===== src/design/ljpf_pkg.sv =====
// Shared types, constants, stage map and divider step for the Lennard-Jones pair force core.
package ljpf_pkg;

  localparam int POS_W   = 24;
  localparam int CFG_W   = 24;
  localparam int OUT_W   = 32;
  localparam int SQ_W    = 48;
  localparam int R2_W    = 50;
  localparam int Q_BITS  = 41;
  localparam int Q_FRAC  = 32;
  localparam int F_BITS  = 32;
  localparam int MUL_LAT = 3;
  localparam int MUL_CW  = 32;

  // Register stage numbers along the pipeline.
  localparam int S_R2   = 4;
  localparam int S_QD   = S_R2 + 1;
  localparam int S_Q    = S_QD + Q_BITS;
  localparam int S_QQ   = S_Q + MUL_LAT;
  localparam int S_Q3   = S_QQ + MUL_LAT;
  localparam int S_H    = S_Q3 + 1;
  localparam int S_HM   = S_H + MUL_LAT;
  localparam int S_PF   = S_HM + MUL_LAT;
  localparam int S_FD   = S_PF + 1;
  localparam int S_LAST = S_FD + F_BITS;

  typedef enum logic [2:0] {
    CFG_BOX_X   = 3'd0,
    CFG_BOX_Y   = 3'd1,
    CFG_BOX_Z   = 3'd2,
    CFG_SIGMA   = 3'd3,
    CFG_EPSILON = 3'd4
  } cfg_idx_t;

  localparam logic [CFG_W-1:0] BOX_RST   = 24'd5242880;
  localparam logic [CFG_W-1:0] SIGMA_RST = 24'd65536;
  localparam logic [CFG_W-1:0] EPS_RST   = 24'd65536;

  localparam logic [63:0]      ONE_Q32 = 64'h1_0000_0000;
  localparam logic [OUT_W-1:0] SAT_POS = 32'h7FFF_FFFF;
  localparam logic [OUT_W-1:0] SAT_NEG = 32'h8000_0000;

  typedef struct packed {
    logic [2:0][POS_W-1:0] ad;
    logic [2:0]            dneg;
    logic [2:0]            dpos;
    logic [R2_W-1:0]       r2;
    logic                  coin;
    logic                  close;
    logic                  above;
    logic                  rep;
    logic [OUT_W-1:0]      eval;
    logic                  esat;
  } ctl_t;

  typedef struct packed {
    logic [2:0][OUT_W-1:0] frc;
    logic [OUT_W-1:0]      energy;
    logic                  sat;
    logic                  coin;
  } res_t;

  // One restoring division step: returns the quotient bit above the new remainder.
  function automatic logic [R2_W:0] div_step(logic [R2_W-1:0] rem, logic bin,
                                             logic [R2_W-1:0] d);
    logic [R2_W:0] t;
    logic [R2_W:0] diff;
    logic [R2_W:0] r;
    t    = {rem, bin};
    diff = t - {1'b0, d};
    if (t >= {1'b0, d}) begin
      r = {1'b1, diff[R2_W-1:0]};
    end else begin
      r = {1'b0, t[R2_W-1:0]};
    end
    return r;
  endfunction

endpackage


===== src/design/ljpf_mul.sv =====
// Unsigned wide multiplier built from registered 32 by 32 partial products, three stages.
module ljpf_mul
  import ljpf_pkg::*;
#(
  parameter int AW = 41,
  parameter int BW = 41
) (
  input  logic             clk,
  input  logic             en,
  input  logic [AW-1:0]    a,
  input  logic [BW-1:0]    b,
  output logic [AW+BW-1:0] p
);

  localparam int CW = MUL_CW;
  localparam int NA = (AW + CW - 1) / CW;
  localparam int NB = (BW + CW - 1) / CW;
  localparam int RW = CW * (NB + 1);
  localparam int TW = CW * (NA + NB);

  logic [NA*CW-1:0] ax;
  logic [NB*CW-1:0] bx;
  logic [2*CW-1:0]  pp_r [NA][NB];
  logic [RW-1:0]    row_c [NA];
  logic [RW-1:0]    row_r [NA];
  logic [TW-1:0]    sum_c;
  logic [AW+BW-1:0] p_r;

  assign ax = (NA*CW)'(a);
  assign bx = (NB*CW)'(b);

  always_ff @(posedge clk) begin
    if (en) begin
      for (int i = 0; i < NA; i++) begin
        for (int j = 0; j < NB; j++) begin
          pp_r[i][j] <= ax[i*CW +: CW] * bx[j*CW +: CW];
        end
      end
    end
  end

  always_comb begin
    for (int i = 0; i < NA; i++) begin
      row_c[i] = '0;
      for (int j = 0; j < NB; j++) begin
        row_c[i] = row_c[i] + (RW'(pp_r[i][j]) << (CW * j));
      end
    end
  end

  always_ff @(posedge clk) begin
    if (en) begin
      row_r <= row_c;
    end
  end

  always_comb begin
    sum_c = '0;
    for (int i = 0; i < NA; i++) begin
      sum_c = sum_c + (TW'(row_r[i]) << (CW * i));
    end
  end

  always_ff @(posedge clk) begin
    if (en) begin
      p_r <= sum_c[AW+BW-1:0];
    end
  end

  assign p = p_r;

endmodule


===== config.mk =====
export PLATFORM = sky130hd
export DESIGN_NAME = ljpf_mul
export DESIGN_NICKNAME = d
export VERILOG_FILES = /design/src/design/ljpf_pkg.sv /design/src/design/ljpf_mul.sv
export SDC_FILE = /design/constraint.sdc
export NUM_CORES = 2
export LEC_CHECK = 0
export BUFFER_PORTS_ARGS = -buffer_cell sky130_fd_sc_hd__clkbuf_2
export CAP_MARGIN = 10
export CORE_ASPECT_RATIO = 1.5
export CORE_MARGIN = 5
export CORE_UTILIZATION = 25
export DETAILED_ROUTE_END_ITERATION = 7
export HOLD_SLACK_MARGIN = 0.02
export SYNTH_ARGS = -nofsm -noshare
export SYNTH_HDL_FRONTEND = slang
export SYNTH_SLANG_ARGS = --single-unit

===== constraint.sdc =====
create_clock -name clk -period 22.5 [get_ports clk]
set_input_delay 4.5 -clock clk [delete_from_list [all_inputs] [get_ports clk]]
set_output_delay 4.5 -clock clk [all_outputs]
set_load 0.005 [all_outputs]

# ---- Word level (Yosys, flattened, before mapping)
# Memory sizes are Yosys's and may differ from the RTL's.
# Index checks and enable logic that the tools add are counted.
# Widths: inputs -> output; s select.
dict set report word_totals {
  inputBits 84
  out_inout_bits 82
  ff_bits 214
  ramBits 210
  memories 1
  wordCells 13
}
dict set report classes {
  mul 4
  addsub 3
  muxes 2
}
# name words width read_ports rd_ports_with_merged_regs wr line_no
set memory_table {}
lappend memory_table {pp_r 2 105 2 0 2 ljpf_mul.sv:23} ;# logic [2*CW-1:0] pp_r [NA][NB];
# cell n
set op_table {}
lappend op_table {{$add 64x82->82} 1}
lappend op_table {{$add 82x82->82} 1}
lappend op_table {{$mul 32x32->64} 1}
lappend op_table {{$add 50x50->50} 1}
lappend op_table {{$mul 32x9->41} 1}
lappend op_table {{$mul 9x32->41} 1}
lappend op_table {{$mul 9x9->18} 1}
lappend op_table {{$mux 1} 2}

# ---- Logic depth before layout (Yosys ltp)
dict set report depth {
  ltp_word 2
  depth_mapped 30
  depth_no_buf 28
}

# ---- Worst setup path before layout
# OpenSTA, ideal clock, no wires.
dict set report synth_path {
  path_type {input-to-reg}
  start {input port a[29]}
  end {memory pp_r[0][103] (netlist name), data pin}
  path_stages 27
  path_buffers 2
  t_arrival_ns 11.317
  path_slack_ns 11.031
  cell_sequence {clkbuf_1 > nand2_1 > fa_1 > inv_1 > fa_1 > inv_1 > fa_1 > fa_1 > inv_1 > fa_1 > fa_1 > fa_1 > inv_1 > fa_1 > inv_1 > ha_1 > clkbuf_1 > nand2_1 > nor2_1 > a21oi_1 > o31ai_1 > a221oi_1 > o31ai_4 > a21oi_2 > o31a_1 > or4b_1 > a31oi_1}
}
# item line_no
set synth_lines {}
lappend synth_lines {{start, declared} ljpf_mul.sv:10} ;# input logic [AW-1:0] a,
lappend synth_lines {{end, declared} ljpf_mul.sv:23}

==> flow_metrics.env <==
export IMPL_status="finished clean"
export IMPL_synth_async_reset_ratio_pct=0
export IMPL_rr_worst_depth=12
export IMPL_instances_no_fill=10570
export IMPL_clk_latency_ns=0.63
export IMPL_layout_drive_gt1_share_pct=4.738
export IMPL_fmax_ghz=0.08037
export IMPL_cts_resized=0
export IMPL_synth_fa_ha_area_share_pct=49.17
export IMPL_post_route_min_period_ns=12.44
export IMPL_finClkSkew_ns=0.03244
export IMPL_seq_area_um2=11110
export IMPL_core_um2=273500
export IMPL_dieWidth_um=438.0
export IMPL_min_from="pp_r[0][45]"
export IMPL_worst_ep_arrival_time_ns=12.83
export IMPL_synth_simple_area_share_pct=15.68
export IMPL_wirelength_um=194500
export IMPL_clock_sinks=370
export IMPL_ys_seq_area_share_pct=16.17
export IMPL_whs_ns=0.4156
export IMPL_die_h_um=652.0
export IMPL_min_delay_path_class="reg -> reg"
export IMPL_r2r_slack_ns=18.11
export IMPL_grt_overflow_total=0
export IMPL_post_cts_buffers=0
export IMPL_synth_compound_area_share_pct=6.395
export IMPL_syn_to_final_growth_pct=8.332
export IMPL_synthMuxAreaShare_pct=0
export IMPL_end_kind="register"
export IMPL_yosys_area_top_type="fa_1"
export IMPL_first_pass_iters=6
export IMPL_syn_num_nets=9051
export IMPL_worstMarginPinSlew_ns=1.268
export IMPL_netlist_area_leader_share_pct=39.95
export IMPL_grt_pass1_vias=55040
export IMPL_path_clk_slew_ns=0.07
export IMPL_multiInputGateArea_um2=50950
export IMPL_setup_violations=0
export IMPL_synth_warning_count=0
export IMPL_rows=235
export IMPL_layout_nets=8937
export IMPL_port_buffers=165
export IMPL_start_util_pct=25.12
export IMPL_synth_xor_area_share_pct=2.932
export IMPL_max_cap_violations=0
export IMPL_clock_root_buffer="clkbuf_16"
export IMPL_reg2reg_from="pp_r[0][74]"
export IMPL_hold_viol_final=0
export IMPL_htree_num_levels=2
export IMPL_final_max_slew_viol_count=0
export IMPL_dp_hpwl_um=151700
export IMPL_drt_iter0_drc=2630
export IMPL_path_max_fanout=41
export IMPL_ys_flop_type="edfxtp_1"
export IMPL_worstPathRequired_ns=22.88
export IMPL_r2r_end="row_r[166]"
export IMPL_fin_setup_tns_ns=0
export IMPL_grt_antenna_before_repair=33
export IMPL_grt_use_total_pct=13.57
export IMPL_syn_inst=7090
export IMPL_vias=48630
export IMPL_clock_path_buffers=3
export IMPL_ys_ff_latch=370
export IMPL_synth_cell_types=73
export IMPL_relSlewSlack_pct=15.47
export IMPL_drc_errors=0
export IMPL_boundaryPins=166
export IMPL_drt_wirelength_per_cell_um=18.40
export IMPL_startpoint="a[6]"
export IMPL_avgSynthCellArea_um2=9.689
export IMPL_fin_crit_sh_pct=55.30
export IMPL_dpl_cell_count=10490
export IMPL_cts_hold_buf=0
export IMPL_vias_per_cell=4.601
export IMPL_fp_dieArea_um2=285600
export IMPL_numCtsBuffers=39
export IMPL_gp_congestion=0.9428
export IMPL_n_fill_cell=28870
export IMPL_synth_top_family_by_area="adder cells"
export IMPL_grt_max_degree=81
export IMPL_ys_top_cells_by_area="fa_1, edfxtp_1, ha_1, and2_1, inv_1"
export IMPL_grt_pass1_wl_um=306500
export IMPL_rsz0062_at_grt="no"
export IMPL_cp_start_kind="primary input"
export IMPL_cts_tree="done"
export IMPL_synth_area_um2=68700
export IMPL_hold_depth=0
export IMPL_drtAntennaViolNets=0
export IMPL_synth_edf_count=370
export IMPL_critPathKind="in -> reg"
export IMPL_whs_endpoint="row_r[100]"
==> registers in the layout, summed over array words and instances (netlist names) <==
register	cells
p	82
pp_r	164
row_r	124
==> Yosys cell counts, drive strengths merged (11+ instances only) <==
| master | count |
|---|---|
| xnor2 | 159 |
| o211ai | 11 |
| and2 | 832 |
| nand2 | 980 |
| or3 | 11 |
| nor3 | 25 |
| ha | 506 |
| nor2b | 27 |
| a21boi | 13 |
| a211oi | 19 |
| nand3 | 41 |
| nor2 | 126 |
| nand4 | 45 |
| inv | 1381 |
| o21ai | 135 |
| a21oi | 211 |
| clkbuf | 381 |
| edfxtp | 370 |
| o21a | 23 |
| a21o | 133 |
| a221oi | 11 |
| xor2 | 71 |
| a31oi | 21 |
| o21bai | 24 |
| and3 | 27 |
| fa | 1371 |
| nand2b | 24 |
==> cell usage in the layout, fill, tap and decap left out, types with 26 or more instances in the layout <==
master     instances
and3_1            26
clkbuf_16         39
ha_1             506
o21ai_0          130
and2_1           832
nor2b_1           27
xnor2_1          159
buf_4             65
a21oi_1          210
inv_1           1381
nand2_1          980
clkbuf_2         164
a21o_1           133
fa_1            1371
nand4_1           45
nor2_1           126
edfxtp_1         370
xor2_1            71
nand3_1           41
==> cells by family (layout without fill, tap and decap cells) <==
family | count (synthesis) | after routing
compound gates | 679 | 679
xor+xnor | 230 | 230
fa+ha+maj | 1877 | 1877
buf+inv | 1766 | 1683
flops | 370 | 370
other cells | 0 | 8
simple gates | 2168 | 2168
==> routing by layer <==
metal | GRT usage, % | routed length (um)
met2 | 26.17 | 105300
met4 | 6.560 | 9744
met3 | 1.520 | 8567
met5 | 0 | 129
met1 | 14.56 | 70740
==> area by class of cell <==
type | count | area share, %
Clock inverter | 32 | 0.5413
Multi-Input combinational cell | 4954 | 68.47
Timing Repair Buffer | 230 | 1.779
Antenna cell | 8 | 0.02690
Clock buffer | 40 | 1.316
Sequential cell | 370 | 14.93
Inverter | 1381 | 6.965
Tap cell | 3555 | 5.977
==> worst max-delay path, stage by stage <==
cell and delay [ns]:
clkbuf_2 0.63, and2_1 0.47, fa_1 0.46, fa_1 0.55, inv_1 0.05, fa_1 0.48
fa_1 0.50, inv_1 0.05, ha_1 0.27, ha_1 0.29, fa_1 0.51, fa_1 0.43
ha_1 0.40, and3_4 0.25, nand3_1 0.08, o21ai_1 0.38, a21boi_1 0.24, o41a_1 0.56
o41ai_2 0.91, a211o_1 0.30, a21oi_1 0.12, o21ai_0 0.23, xor2_1 0.10
==> worst max-delay path by stage <==
stage | end | depth (start not counted) | slack [ns]
after floorplan | pp_r[0][103] | 27 | 11.03
after global placement | pp_r[0][103] | 27 | 9.50
after detailed placement | pp_r[0][100] | 25 | 9.44
after CTS | pp_r[0][100] | 25 | 10.14
after global routing | pp_r[0][100] | 25 | 9.92
final | pp_r[0][100] | 23 | 10.06
==> per-stage QoR <==
stage	area [um2]	setup slack, ns	utilization, %
4_1_cts	74400	10.14	27.21
5_1_grt	74410	9.922	27.21
6_report	74420	10.06	27.22
2_1_floorplan	68700	11.03	-
3_3_place_gp	73020	9.503	26.70
3_5_place_dp	73020	9.439	26.70
Power is not shown: default switching activity piles up to over one toggle a cycle in this logic, so the estimate is an artifact.
